### config.mk
export PLATFORM = sky130hd
export DESIGN_NAME = interval_timer_three_counters_top
export DESIGN_NICKNAME = d
export VERILOG_FILES = /design/src/hdl/itc_pkg.sv /design/src/hdl/interval_timer_three_counters_top.sv /design/src/hdl/itc_exec.sv /design/src/hdl/itc_out_stage.sv
export SDC_FILE = /design/constraint.sdc
export NUM_CORES = 1
export LEC_CHECK = 0
export BUFFER_PORTS_ARGS = -buffer_cell sky130_fd_sc_hd__clkbuf_2
export CAP_MARGIN = 5
export CORE_MARGIN = 1
export CORE_UTILIZATION = 43
export CTS_CLUSTER_DIAMETER = 200
export DETAILED_ROUTE_END_ITERATION = 12
export GPL_TIMING_DRIVEN = 0
export PLACE_DENSITY_LB_ADDON = 0.3
export SKIP_CTS_REPAIR_TIMING = 1
export SYNTH_ARGS = -nofsm -noshare
export SYNTH_HDL_FRONTEND = slang
export SYNTH_SLANG_ARGS = --single-unit
export TNS_END_PERCENT = 20
### constraint.sdc
create_clock -name clk -period 3.2 [get_ports clk]
set_input_delay 0.32 -clock clk [delete_from_list [all_inputs] [get_ports clk]]
set_output_delay 0.32 -clock clk [all_outputs]
set_load 0.005 [all_outputs]
### src/hdl/itc_pkg.sv
// types, codes and constants shared by the interval timer files
package itc_pkg;

    // number of counters that exist; they are numbered zero to two
    localparam int NUM_COUNTERS = 3;
    localparam logic [2:0] NUM_CNT_W = 3'(NUM_COUNTERS);

    // operation codes
    localparam logic [1:0] OP_TICK  = 2'd0;
    localparam logic [1:0] OP_READ  = 2'd1;
    localparam logic [1:0] OP_WRITE = 2'd2;
    localparam logic [1:0] OP_CTRL  = 2'd3;

    // read/load codes
    localparam logic [1:0] RL_LATCH = 2'b00;
    localparam logic [1:0] RL_LSB   = 2'b01;
    localparam logic [1:0] RL_MSB   = 2'b10;
    localparam logic [1:0] RL_BOTH  = 2'b11;

    // status codes
    localparam logic [1:0] ST_OK         = 2'd0;
    localparam logic [1:0] ST_BAD_SELECT = 2'd1;
    localparam logic [1:0] ST_LATCH_LOAD = 2'd2;

    localparam logic [5:0] MODE_MASK = 6'h3F;
    localparam logic [1:0] CNT_TWO   = 2'd2;

    typedef struct packed {
        logic [1:0] op;
        logic [1:0] channel;
        logic [7:0] data;
    } itc_in_t;

    typedef struct packed {
        logic [7:0] read_data;
        logic       timer_irq;
        logic       gate_two_out;
        logic [1:0] status;
    } itc_out_t;

    typedef struct packed {
        logic [2:0][15:0] count;
        logic [2:0][15:0] latched;
        logic [2:0]       toggle;
        logic [2:0][5:0]  mode;
        logic             out_two;
    } itc_state_t;

endpackage

### src/hdl/interval_timer_three_counters_top.sv
// top level of the three-counter interval timer
//
// three 16-bit down counters with a per-counter mode word, latch and byte
// flip-flop. every transaction on the item channel (tick, counter read,
// counter write or control word) yields exactly one result transaction.
// a transaction is first captured in an input register; once the result
// register can accept it, a short single-pass datapath updates the timer
// state and writes the result register. the block takes one transaction
// per cycle as long as results are taken. item_stall rises only while the
// input register holds a transaction and the result register is full and
// stalled. counting is binary; the bcd bit is only stored. there are no
// configuration registers and no clear pass.
module interval_timer_three_counters_top (
    input  logic              clk,
    input  logic              rst_n,
    // item channel
    input  logic              item_valid,
    output logic              item_stall,
    input  itc_pkg::itc_in_t  item,
    // result channel
    output logic              result_valid,
    input  logic              result_stall,
    output itc_pkg::itc_out_t result
);
    import itc_pkg::*;

    // input register
    logic       in_valid_reg;
    logic       in_valid_next;
    itc_in_t    in_reg;

    // timer state
    itc_state_t state_reg;
    itc_state_t state_next;

    itc_out_t   res;
    logic       out_free;
    logic       advance;
    logic       take;

    // a held transaction moves on when the result register can accept it
    assign advance       = in_valid_reg && out_free;
    assign item_stall    = in_valid_reg && !out_free;
    assign take          = item_valid && !item_stall;
    assign in_valid_next = take || (in_valid_reg && !advance);

    always_ff @(posedge clk or negedge rst_n)
    begin
        if (!rst_n)
            in_valid_reg <= 1'b0;
        else
            in_valid_reg <= in_valid_next;
    end

    always_ff @(posedge clk)
    begin
        if (take)
            in_reg <= item;
    end

    // state only changes when its transaction is committed to the result
    always_ff @(posedge clk or negedge rst_n)
    begin
        if (!rst_n)
            state_reg <= '0;
        else if (advance)
            state_reg <= state_next;
    end

    itc_exec u_exec (
        .item_in (in_reg),
        .cur     (state_reg),
        .nxt     (state_next),
        .res     (res)
    );

    itc_out_stage u_out (
        .clk          (clk),
        .rst_n        (rst_n),
        .load         (advance),
        .res          (res),
        .result_stall (result_stall),
        .result_valid (result_valid),
        .result       (result),
        .free         (out_free)
    );

endmodule

### src/hdl/itc_exec.sv
// single-pass datapath: next timer state and result for one transaction
module itc_exec (
    input  itc_pkg::itc_in_t    item_in,
    input  itc_pkg::itc_state_t cur,
    output itc_pkg::itc_state_t nxt,
    output itc_pkg::itc_out_t   res
);
    import itc_pkg::*;

    logic [1:0] c;
    logic [1:0] sel;
    logic [1:0] rl;
    logic [7:0] d;

    always_comb
    begin
        nxt = cur;
        res = '0;
        c   = item_in.channel;
        sel = item_in.data[7:6];
        d   = item_in.data;
        rl  = cur.mode[c][5:4];
        case (item_in.op)
            OP_TICK:
            begin
                for (int i = 0; i < NUM_COUNTERS; i++)
                begin
                    nxt.count[i] = cur.count[i] - 16'd1;
                    if (nxt.count[i] == 16'd0)
                    begin
                        if (i == 0)
                            res.timer_irq = 1'b1;
                        else if (i == 2)
                            nxt.out_two = 1'b0;
                    end
                end
            end
            OP_READ, OP_WRITE:
            begin
                if ({1'b0, c} >= NUM_CNT_W)
                    res.status = ST_BAD_SELECT;
                else if (item_in.op == OP_READ)
                begin
                    case (rl)
                        RL_LATCH:
                        begin
                            res.read_data = cur.toggle[c] ? cur.latched[c][15:8]
                                                          : cur.latched[c][7:0];
                            nxt.toggle[c] = ~cur.toggle[c];
                        end
                        RL_LSB:  res.read_data = cur.count[c][7:0];
                        RL_MSB:  res.read_data = cur.count[c][15:8];
                        default:
                        begin
                            res.read_data = cur.toggle[c] ? cur.count[c][15:8]
                                                          : cur.count[c][7:0];
                            nxt.toggle[c] = ~cur.toggle[c];
                        end
                    endcase
                end
                else
                begin
                    case (rl)
                        RL_LATCH: res.status = ST_LATCH_LOAD;
                        RL_LSB:   nxt.count[c] = {8'd0, d};
                        RL_MSB:   nxt.count[c] = {d, 8'd0};
                        default:
                        begin
                            if (cur.toggle[c])
                                nxt.count[c] = {d, cur.count[c][7:0]};
                            else
                                nxt.count[c] = {cur.count[c][15:8], d};
                            nxt.toggle[c] = ~cur.toggle[c];
                        end
                    endcase
                end
            end
            default:
            begin
                // control word: select in bits 7:6
                if ({1'b0, sel} >= NUM_CNT_W)
                    res.status = ST_BAD_SELECT;
                else
                begin
                    nxt.mode[sel] = d[5:0] & MODE_MASK;
                    if (d[5:4] == RL_LATCH)
                        nxt.latched[sel] = cur.count[sel];
                    if (sel == CNT_TWO)
                        nxt.out_two = (d[3:1] == 3'd0);
                end
            end
        endcase
        res.gate_two_out = nxt.out_two;
    end

endmodule

### src/hdl/itc_out_stage.sv
// result register with valid/stall handshake
module itc_out_stage (
    input  logic              clk,
    input  logic              rst_n,
    input  logic              load,
    input  itc_pkg::itc_out_t res,
    input  logic              result_stall,
    output logic              result_valid,
    output itc_pkg::itc_out_t result,
    output logic              free
);
    import itc_pkg::*;

    logic     valid_reg;
    logic     valid_next;
    itc_out_t data_reg;

    assign free       = !valid_reg || !result_stall;
    assign valid_next = load || (valid_reg && result_stall);

    always_ff @(posedge clk or negedge rst_n)
    begin
        if (!rst_n)
            valid_reg <= 1'b0;
        else
            valid_reg <= valid_next;
    end

    always_ff @(posedge clk)
    begin
        if (load)
            data_reg <= res;
    end

    assign result_valid = valid_reg;
    assign result       = data_reg;

endmodule

; After elaboration in Yosys (flattened, before gate mapping)
; Cells that the tools add are included.
[op_classes]
n_addsub = 3
magnitude_cmp = 6
eq_ne = 10
muxes = 46
bitwise = 6
reduce_logical = 31
[ops]
columns = op, n
row1 = 48-bit bitwise mux, 5
row2 = 48-bit 2-to-1 mux, 3
row3 = 48-bit one-hot mux with 3 select lines, 1
row4 = 16-bit binary-select mux with 2-bit select, 3
row5 = 48-bit one-hot mux with 2 select lines, 1
row6 = 16-bit 2-to-1 mux, 5
row7 = 16-bit demux with 2-bit select, 2
row8 = "16-bit by 1-bit subtractor with 16-bit output, second input constant", 3
row9 = 16-bit logical NOT, 2
row10 = 8-bit one-hot mux with 3 select lines, 1
row11 = 18-bit bitwise mux, 1
row12 = 8-bit 2-to-1 mux, 2
row13 = 6-bit binary-select mux with 2-bit select, 1
row14 = 6-bit demux with 2-bit select, 1
row15 = 6-bit 2-to-1 mux, 2
row16 = 5-bit AND reduction, 2
row17 = 3-bit 2-to-1 mux, 3
row18 = 3-bit OR reduction, 3
row19 = "2-bit != test, second input constant", 4
row20 = 1-bit logical AND, 7
row21 = 1-bit 2-to-1 mux, 7
row22 = "2-bit == test, second input constant", 3
row23 = 2-bit logical NOT, 3
row24 = "2-bit by 3-bit less-than comparator with 1-bit output, second input constant", 2
row25 = 18 further kinds, 35
[totals]
ff_bits = 144
in_bits = 16
out_inout_bits = 14
elab_cells = 122

; Logic depth before layout (Yosys ltp)
; Gate-level depths: netlist of run 1.
[depth]
depth_word = 10
ltp_mapped = 16
depth_no_buf = 10

; Cells and area by module
; Synthesis of run 1 repeated with hierarchy kept, for this count alone.
[hier_totals]
hier_cells = 1369
hier_area_um2 = 12211.7
[by_module_without_submodules]
columns = module, n_inst, cells_per_inst, area_per_inst_um2, seq_area_each_um2
row1 = itc_exec, 1, 1087, 6591.3, 0.0
row2 = interval_timer_three_counters_top, 1, 267, 5223.8, 3338.2
row3 = itc_out_stage, 1, 15, 396.6, 385.4

; Least setup slack after synthesis of run 1
; Ideal clock, no wire load.
[synth_path]
kind = register to register
start = register in_reg[8] (netlist name)
end = register state_reg[94] (netlist name)
setup_time_ns = 0.143
arrival_time_ns = 3.145
required_ns = 3.057
path_slack_ns = -0.088
stages_incl_launch_ff = 15
n_path_buf = 6
period_less_slack_ns = 3.288
path_cell_list = edfxtp_1 -> buf_2 -> buf_4 -> buf_2 -> buf_2 -> mux2i_1 -> nor2_1 -> a21oi_1 -> ha_1 -> buf_2 -> buf_1 -> a311o_1 -> or4_1 -> o21ai_0 -> a22oi_1
[synth_via]
elab_chain_cells = 10
elab_cells_between_ends = 27
cone_classes = order compare: 3 / eq/ne: 4 / mux: 17 / reduce/logical: 3
[synth_rtl]
columns = item, line_no
row1 = "start, declared", interval_timer_three_counters_top.sv:30  ; itc_in_t in_reg;
row2 = "start signal, assigned", interval_timer_three_counters_top.sv:58  ; in_reg <= item;
row3 = 2-bit by 3-bit less-than comparator with 1-bit output (not written as such) / 2-bit by 1-bit greater-or-equal comparator with 1-bit output (equally long branches), -
row4 = 1-bit logical AND (not written as such), -
row5 = 16-bit 2-to-1 mux (not written as such), -
row6 = 16-bit demux with 2-bit select, -
row7 = "48-bit bitwise mux, on equally long branches", "itc_exec.sv:72, itc_exec.sv:70"
row8 = 48-bit 2-to-1 mux, itc_exec.sv:69  ; if (cur.toggle[c])
row9 = 48-bit one-hot mux with 3 select lines, itc_exec.sv:63  ; case (rl)
row10 = 48-bit 2-to-1 mux, itc_exec.sv:42  ; else if (item_in.op == OP_READ)
row11 = 48-bit 2-to-1 mux, itc_exec.sv:40  ; if ({1'b0, c} >= NUM_CNT_W)
row12 = 48-bit one-hot mux with 2 select lines, itc_exec.sv:23  ; case (item_in.op)
row13 = "end signal, assigned", interval_timer_three_counters_top.sv:67  ; state_reg <= state_next;
row14 = "end, declared", interval_timer_three_counters_top.sv:33  ; itc_state_t state_reg;
; Several ways; a longest one is shown, not always the timed one. The select of a mux whose other input is x is not followed.
; A chain may end at the register's enable or synchronous reset.

; Worst setup path after layout of run 1
[layout_path]
start = register in_reg[9] (netlist name)
end = register state_reg[104] (netlist name)
; Same word-level chain as after synthesis.

==> results by group, run 1 <==
Synth
  • Syn Std Cell Area: 0.00924 mm2
  • Post-synth top flop: dfrtp_1
  • Number of synthesized flops with an enable pin: 24
  • Mapped Avg Cell Area: 8.39 um2
  • Seq/Total Area, Yosys: 37.1%
  • Synth Register Bits: 132
  • Area contributors post-synth: dfrtp_1 29%, edfxtp_1 7.8%, mux2i_1 6.7%
  • Distinct cell type count after synthesis: 91
  • Synth top area share: 29.3%
  • Syn_nets: 1130
  • Ys async rst share: 81.8%
  • Warnings from Yosys: 0
  • Yosys top cell by area: dfrtp_1
  • Synth Instances: 1101

Detailed routing
  • DR iter-0 viols: 1378
  • Wire per inst: 26.5 um
  • Via Count: 9918
  • Vias per cell: 6.74
  • DRC: 0
  • Total Routed Length: 38.9 mm
  • Post-route antenna net violation count: 0
  • Length of the first detailed-routing pass in iterations: 6

Power
  • PD cells: 725 mW/mm2
  • Peak VDD IR: 0.000438 V
  • Pleak: 4.32 nW
  • Total power: 8.01 mW

Outcome
  • Failing checks: hold timing
  • Status: finished with violations

Floorplanning
  • Die height: 149 um
  • Core area: 0.0210 mm2
  • Die footprint: 0.0221 mm2
  • Row count: 53
  • IO Count: 30
  • Initial Util: 43.9%
  • Die width: 149 um

Global route
  • First-pass GRT wire length: 57.0 mm
  • Vias in the first global route: 9058
  • Initial antenna violation count: 1
  • Total grt overflow: 0
  • Largest net degree at the start of global routing: 109
  • GRT Resource Usage Total: 35.5%

Placement
  • DP HPWL: 27.5 mm
  • Post-DP Area: 0.00978 mm2
  • Inst Count DP: 1407
  • GPL Wtd Cong: 1.02
  • Worst slack at placement: -1.67 ns
  • # port buffers: 29

Critical path
  • CP Data Required Time: 3.55 ns
  • Critical path type: flop to flop
  • Slowest cell on crit path: edfxtp_1
  • Setup crit end kind: flop
  • Crit path max fanout: 11
  • Worst path top cell family by delay: buffers and inverters
  • Worst Setup Start Kind: flop
  • CP max stage delay: 0.46 ns
  • Buf+Inv Stages, Crit Path: 6
  • Cell Chain, Critical Path: buf_6 > buf_8 > buf_8 > buf_6 > nor2_1 > a21oi_2 > ha_4 > nand2b_2 > a211o_1 > buf_6 > buf_4 > nor4_1 > a21oi_1 > a31oi_1
  • Most common cell on crit path: buf_6
  • Crit path arrival time: 3.54 ns

STA
  • Final min period: 3.20 ns
  • Worst rel slew slack: 21.9%
  • Hold WS: -0.0653 ns
  • Final number of setup-violating endpoints: 0
  • Fmax: 0.313 GHz
  • Final WS setup: 0.00448 ns
  • Setup TNS: 0 ns
  • Hold Fails Final Rpt: 62
  • Worst Max-Slew Pin Slew: 1.16 ns
  • Clock Skew: 0.0105 ns
  • Fin. max-slew vios: 0
  • Unrepaired setup endpoints after global routing: yes
  • Final period util: 99.9%

Layout
  • Core Util, Final: 52.6%
  • Share of cells above drive strength 1: 17.2%
  • FILL cells: 1953
  • Final Cell Area: 0.0110 mm2
  • Max reg flops: 106
  • Non-filler instance count after layout: 1471
  • Area of the multi-input gates: 0.00553 mm2
  • Layout Nets: 1211
  • Layout area overhead: 19.6%
  • Reg area: 0.00342 mm2

Clock tree
  • Later-pin clock latency in the skew report: 0.44 ns
  • CTS tree: done
  • Clock Pin Slew Worst Setup and Hold Paths: 0.07 ns
  • Htree depth: 4
  • # clock sinks: 132
  • Max Buffers Root-to-Sink: 2
  • Root Buffer: clkbuf_16
  • Inserted Clock Buffers: 17

Run
  • Max cap viols: 0

Hold path
  • Worst min-delay path category: input port to async pin
## metal layers
layer | wire [um] | vias to the layer above | track usage [%]
li1 | - | 4259 | -
met1 | 15800 | 4788 | 47.8
met2 | 16500 | 706 | 51.4
met3 | 4590 | 163 | 10.9
met4 | 2100 | 2 | 17.3
met5 | 13 | - | 0
## area by class of cell
cell class              count  area share, %
diodes                      1         0.0227
plain buffers              97           5.04
clock buffers              18           3.88
clock inverters            14           1.45
inverters                  24          0.849
multi-input cells         842           50.1
flip-flops and latches    132           31.0
well taps                 275           3.11
repair buffers             67           4.52
repair inverters            1         0.0453
## power by group
part | switching (mW) | total (mW) | leakage [nW] | internal (mW)
Combinational | 2.31 | 3.58 | 2.42 | 1.26
Sequential | 0.344 | 2.38 | 1.60 | 2.04
Clock | 0.877 | 2.05 | 0.294 | 1.17
## layout by cell type, fill, tap and decap left out, types with 7 or more instances in the layout
cell type / netlist / final
dfrtp_1: 108 / 108
inv_1: 22 / 22
o211ai_1: 39 / 39
o21ai_0: 118 / 113
edfxtp_1: 24 / 24
mux2i_1: 62 / 62
buf_6: 0 / 10
a21oi_1: 42 / 39
nand4_1: 14 / 14
nor4_1: 16 / 15
inv_6: 0 / 7
buf_4: 6 / 38
xnor2_1: 9 / 9
ha_1: 13 / 11
clkbuf_16: 0 / 18
a211oi_1: 10 / 9
nand3_1: 20 / 20
clkbuf_2: 0 / 33
mux2_2: 11 / 11
nand2_1: 147 / 144
or3_1: 12 / 11
clkbuf_1: 67 / 56
nor2b_1: 8 / 7
buf_2: 18 / 10
and2_1: 7 / 7
nor2_1: 71 / 71
nand2b_1: 15 / 13
and3_1: 9 / 9
a31oi_1: 20 / 19
a221oi_1: 18 / 18
a22oi_1: 10 / 10
nor3_1: 36 / 32
## final timing paths
| path | startpoint | endpoint | slack [ns] | cells after the start |
|---|---|---|---|---|
| setup / recovery | in_reg[9] | state_reg[104] | 0.004 | 14 |
| hold / removal | rst_n | state_reg[42] | -0.07 | 2 |
| setup reg to reg | in_reg[9] | state_reg[104] | 0.004 | 14 |
| hold reg to reg | in_valid_reg | u_out.result_valid | 0.48 | 1 |
| max in group asynchronous | rst_n | u_out.result_valid | 2.80 | 2 |
| min in group clk | item[2] | in_reg[2] | 0.06 | 1 |
## cells by family (layout without fill, tap and decap cells)
logic type / Yosys count / count (layout) / synth area share, %
buf+inv: 128 / 221 / 5.69
other cells: 0 / 1 / 0
mux: 74 / 74 / 8.21
fa+ha+maj: 14 / 14 / 1.87
compound gates: 353 / 353 / 25.7
xor+xnor: 12 / 12 / 1.14
simple gates: 388 / 389 / 20.3
flops: 132 / 132 / 37.1
## cells in the mapped netlist (all sizes together) (4+ instances only)
cell / count
dfrtp: 108
nand2: 147
or3: 14
or4: 4
a221oi: 19
buf: 37
nand2b: 15
o211ai: 40
a21oi: 43
or2: 5
nor4b: 6
and3: 9
nor2: 73
a211oi: 11
mux2i: 63
a22oi: 10
a41oi: 5
nand4: 14
nor3: 37
o221ai: 6
o21ai: 122
a31oi: 20
clkbuf: 67
edfxtp: 24
and2: 9
o31ai: 6
nand3: 20
nor4: 16
inv: 22
o22ai: 6
mux2: 11
nor2b: 8
o21a: 6
o31a: 5
ha: 13
a32oi: 4
o311ai: 7
o2bb2ai: 4
xnor2: 9
(Power assumes the default switching activity.)
==> run 2, diff against run 1 <==
--- a/config.mk
+++ b/config.mk
@@ -5,12 +5,12 @@
 export SDC_FILE = /design/constraint.sdc
 export NUM_CORES = 1
 export LEC_CHECK = 0
-export BUFFER_PORTS_ARGS = -buffer_cell sky130_fd_sc_hd__clkbuf_2
 export CAP_MARGIN = 5
 export CORE_MARGIN = 1
 export CORE_UTILIZATION = 43
 export CTS_CLUSTER_DIAMETER = 200
 export DETAILED_ROUTE_END_ITERATION = 12
+export DONT_BUFFER_PORTS = 1
 export GPL_TIMING_DRIVEN = 0
 export PLACE_DENSITY_LB_ADDON = 0.3
 export SKIP_CTS_REPAIR_TIMING = 1
==> run 2 against run 1 <==
The run ends with hold timing, setup timing left. Sequential power about the same. Clock skew decreased by 0.0014 ns. Sequential share of layout area shrank 0.17 points. Die area is the same. Total power hardly changed. Utilization is 0.30 points higher. Critical path type unchanged.
==> results by group, run 2 (synthesized netlist as in run 1, its figures left out) <==
Detailed routing
  • Length of the first detailed-routing pass in iterations: 6 (unchanged)
  • DRC: 0 (unchanged)
  • Total Routed Length: 38.6 mm (-0.94%)
  • Post-route antenna net violation count: 0 (unchanged)
  • DR iter-0 viols: 1481 (+7.5%)
  • Wire per inst: 26.5 um (about the same)
  • Vias per cell: 6.81 (+0.95%)
  • Via Count: 9917 (-0.010%)

STA
  • Worst Max-Slew Pin Slew: 0.998 ns (-0.167 ns)
  • Final min period: 3.21 ns (+0.0108 ns)
  • Final WS setup: -0.00631 ns (-0.0108 ns)
  • Hold WS: -0.00308 ns (+0.0623 ns)
  • Fin. max-slew vios: 0 (unchanged)
  • Final number of setup-violating endpoints: 1 (+1)
  • Clock Skew: 0.00908 ns (-0.00139 ns)
  • Hold Fails Final Rpt: 1 (-98%)
  • Fmax: 0.312 GHz (-0.34%)
  • Worst rel slew slack: 33.1% (+11 points)
  • Final period util: 100% (+0.34 points)

Critical path
  • Setup crit end kind: flop
  • Slowest cell on crit path: edfxtp_1
  • R2r worst-path depth: 15 (+1)
  • CP max stage delay: 0.38 ns (-0.08 ns)
  • Reg2Reg Capture Point: state_reg[109]
  • Crit path max fanout: 10 (-1)
  • Worst reg2reg startpoint: in_reg[8]
  • CP Data Required Time: 3.53 ns (-0.02 ns)
  • Reg2reg setup slack: -0.006 ns (about the same)
  • Critical path type: flop to flop
  • Crit path arrival time: 3.53 ns (about the same)
  • Worst Setup Start Kind: flop
  • Buf+Inv Stages, Crit Path: 7 (+1)
  • Cell Chain, Critical Path: buf_6 > buf_6 > nor2b_4 > buf_8 > buf_12 > a21oi_2 > buf_4 > ha_4 > buf_12 > a21bo_4 > o211ai_1 > buf_4 > and2_1 > o211ai_1 > o221a_2
  • Worst path top cell family by delay: buffers and inverters

Placement
  • GPL Wtd Cong: 1.05 (+3.6%)
  • DP HPWL: 27.3 mm (-1.1%)
  • # port buffers: 0 (-100%)
  • Worst slack at placement: -1.43 ns (+0.242 ns)
  • Post-DP Area: 0.00960 mm2 (-1.9%)

Global route
  • GRT Resource Usage Total: 35.5% (about the same)
  • Vias in the first global route: 9031 (-0.30%)
  • First-pass GRT wire length: 57.3 mm (+0.59%)
  • Total grt overflow: 0 (unchanged)
  • Initial antenna violation count: 1 (unchanged)
  • Global routing usage on met1: 48.5% (+0.72 points)
  • GRT met3 Usage: 10.5% (-0.40 points)
  • Routing usage on met2: 51.2% (-0.26 points)
  • Largest net degree at the start of global routing: 109 (unchanged)
  • Most used routing layer in global routing: met2

Clock tree
  • Htree depth: 4 (unchanged)
  • Inserted Clock Buffers: 17 (unchanged)
  • Clock Pin Slew Worst Setup and Hold Paths: 0.07 ns (about the same)
  • Max Buffers Root-to-Sink: 2 (unchanged)
  • Later-pin clock latency in the skew report: 0.45 ns (about the same)
  • Root Buffer: clkbuf_16
  • CTS tree: done
  • # clock sinks: 132 (unchanged)

Layout
  • Layout Nets: 1197 (-1.2%)
  • Max reg flops: 106 (unchanged)
  • Layout area overhead: 20.2%
  • Most common cell after layout, fill and taps aside: nand2_1
  • Final Cell Area: 0.0111 mm2 (+0.57%)
  • Commonest cells after routing, fill and taps aside: 143 x nand2_1, 110 x o21ai_0, 108 x dfrtp_1
  • Share of cells above drive strength 1: 15.8% (-1.3 points)

Hold path
  • Worst Hold End: u_out.result_valid
  • Hold Startpoint: result_stall
  • Worst min-delay path category: input port to flop
  • Worst hold path stage count: 1

Outcome
  • Failing checks: hold timing, setup timing
  • Status: finished with violations

Power
  • Pleak: 4.26 nW (-1.4%)
  • Combinational Power Share: 45.4% (+0.7 points)
  • Cell Int Power: 4.42 mW (-1.1%)
  • Switch Pwr: 3.58 mW (+1.4%)
  • PD cells: 721 mW/mm2 (-0.58%)
  • Clock power share: 24.6% (-1.0 points)
  • Sw frac: 44.7% (+0.61 points)
  • Flop pwr share: 30.0% (+0.3 points)
  • Peak VDD IR: 0.000349 V (-20%)

Floorplanning
  • IO Count: 30 (unchanged)
  • Die height: 149 um (unchanged)
  • Core area: 0.0210 mm2 (unchanged)
  • Row count: 53 (unchanged)
  • Initial Util: 43.9% (unchanged)
  • Die width: 149 um (unchanged)
  • Die footprint: 0.0221 mm2 (unchanged)

Run
  • Max cap viols: 0 (unchanged)
[run 2: cell type report]
class / count / area (um2)
fill: 1923 / 9910
multi-input combinational: 842 / 5620
sequential: 132 / 3420
buffer: 98 / 567
timing repair buffer: 52 / 485
clock buffer: 18 / 429
tap: 275 / 344
clock inverter: 14 / 141
inverter: 24 / 93.8
timing repair inverter: 1 / 5.00
antenna: 1 / 2.50
[run 2: power by group through the flow]
stage / clock (mW) / sequential (mW) / combinational, mW
after floorplan: 0 / 2.25 / 2.06
final: 1.97 / 2.40 / 3.63
after detailed placement: 0 / 2.40 / 2.94
after global routing: 2.06 / 2.42 / 3.83
after global placement: 0 / 2.39 / 2.94
after CTS: 1.98 / 2.37 / 2.95
[run 2: how the worst max path moves through the flow]
| stage | start | to | slack (ns) | cells after the start |
|---|---|---|---|---|
| floorplan | in_reg[8] | state_reg[108] | -0.007 | 13 |
| global placement | in_reg[8] | state_reg[117] | -1.48 | 13 |
| detailed placement | in_reg[8] | state_reg[117] | -1.43 | 13 |
| CTS | in_reg[8] | state_reg[117] | -1.44 | 13 |
| global route | in_reg[8] | state_reg[117] | -0.08 | 15 |
| finish | in_reg[8] | state_reg[109] | -0.006 | 15 |
[run 2: per-stage QoR]
| stage | cells | total power [mW] | hold WS (ns) | TNS (ns) | util (%) |
|---|---|---|---|---|---|
| floorplan | 1101 | 4.31 | 0.0244 | -0.00679 | - |
| global placement | 1376 | 5.33 | 0.0272 | -62.03 | 45.6 |
| detailed placement | 1376 | 5.34 | 0.0269 | -61.54 | 45.6 |
| CTS | 1408 | 7.30 | -0.442 | -63.79 | 48.4 |
| global route | 1456 | 8.31 | 0.00246 | -0.207 | 52.8 |
| finish | 1457 | 8.00 | -0.00308 | -0.00631 | 52.8 |
[run 2: routing by layer]
layer / vias up / share of wire [%] / wire (um)
li1: 4244 / - / -
met1: 4719 / 41 / 15700
met2: 766 / 42 / 16100
met3: 188 / 12 / 4730
met4: 0 / 5.3 / 2030
met5: - / 0 / 0
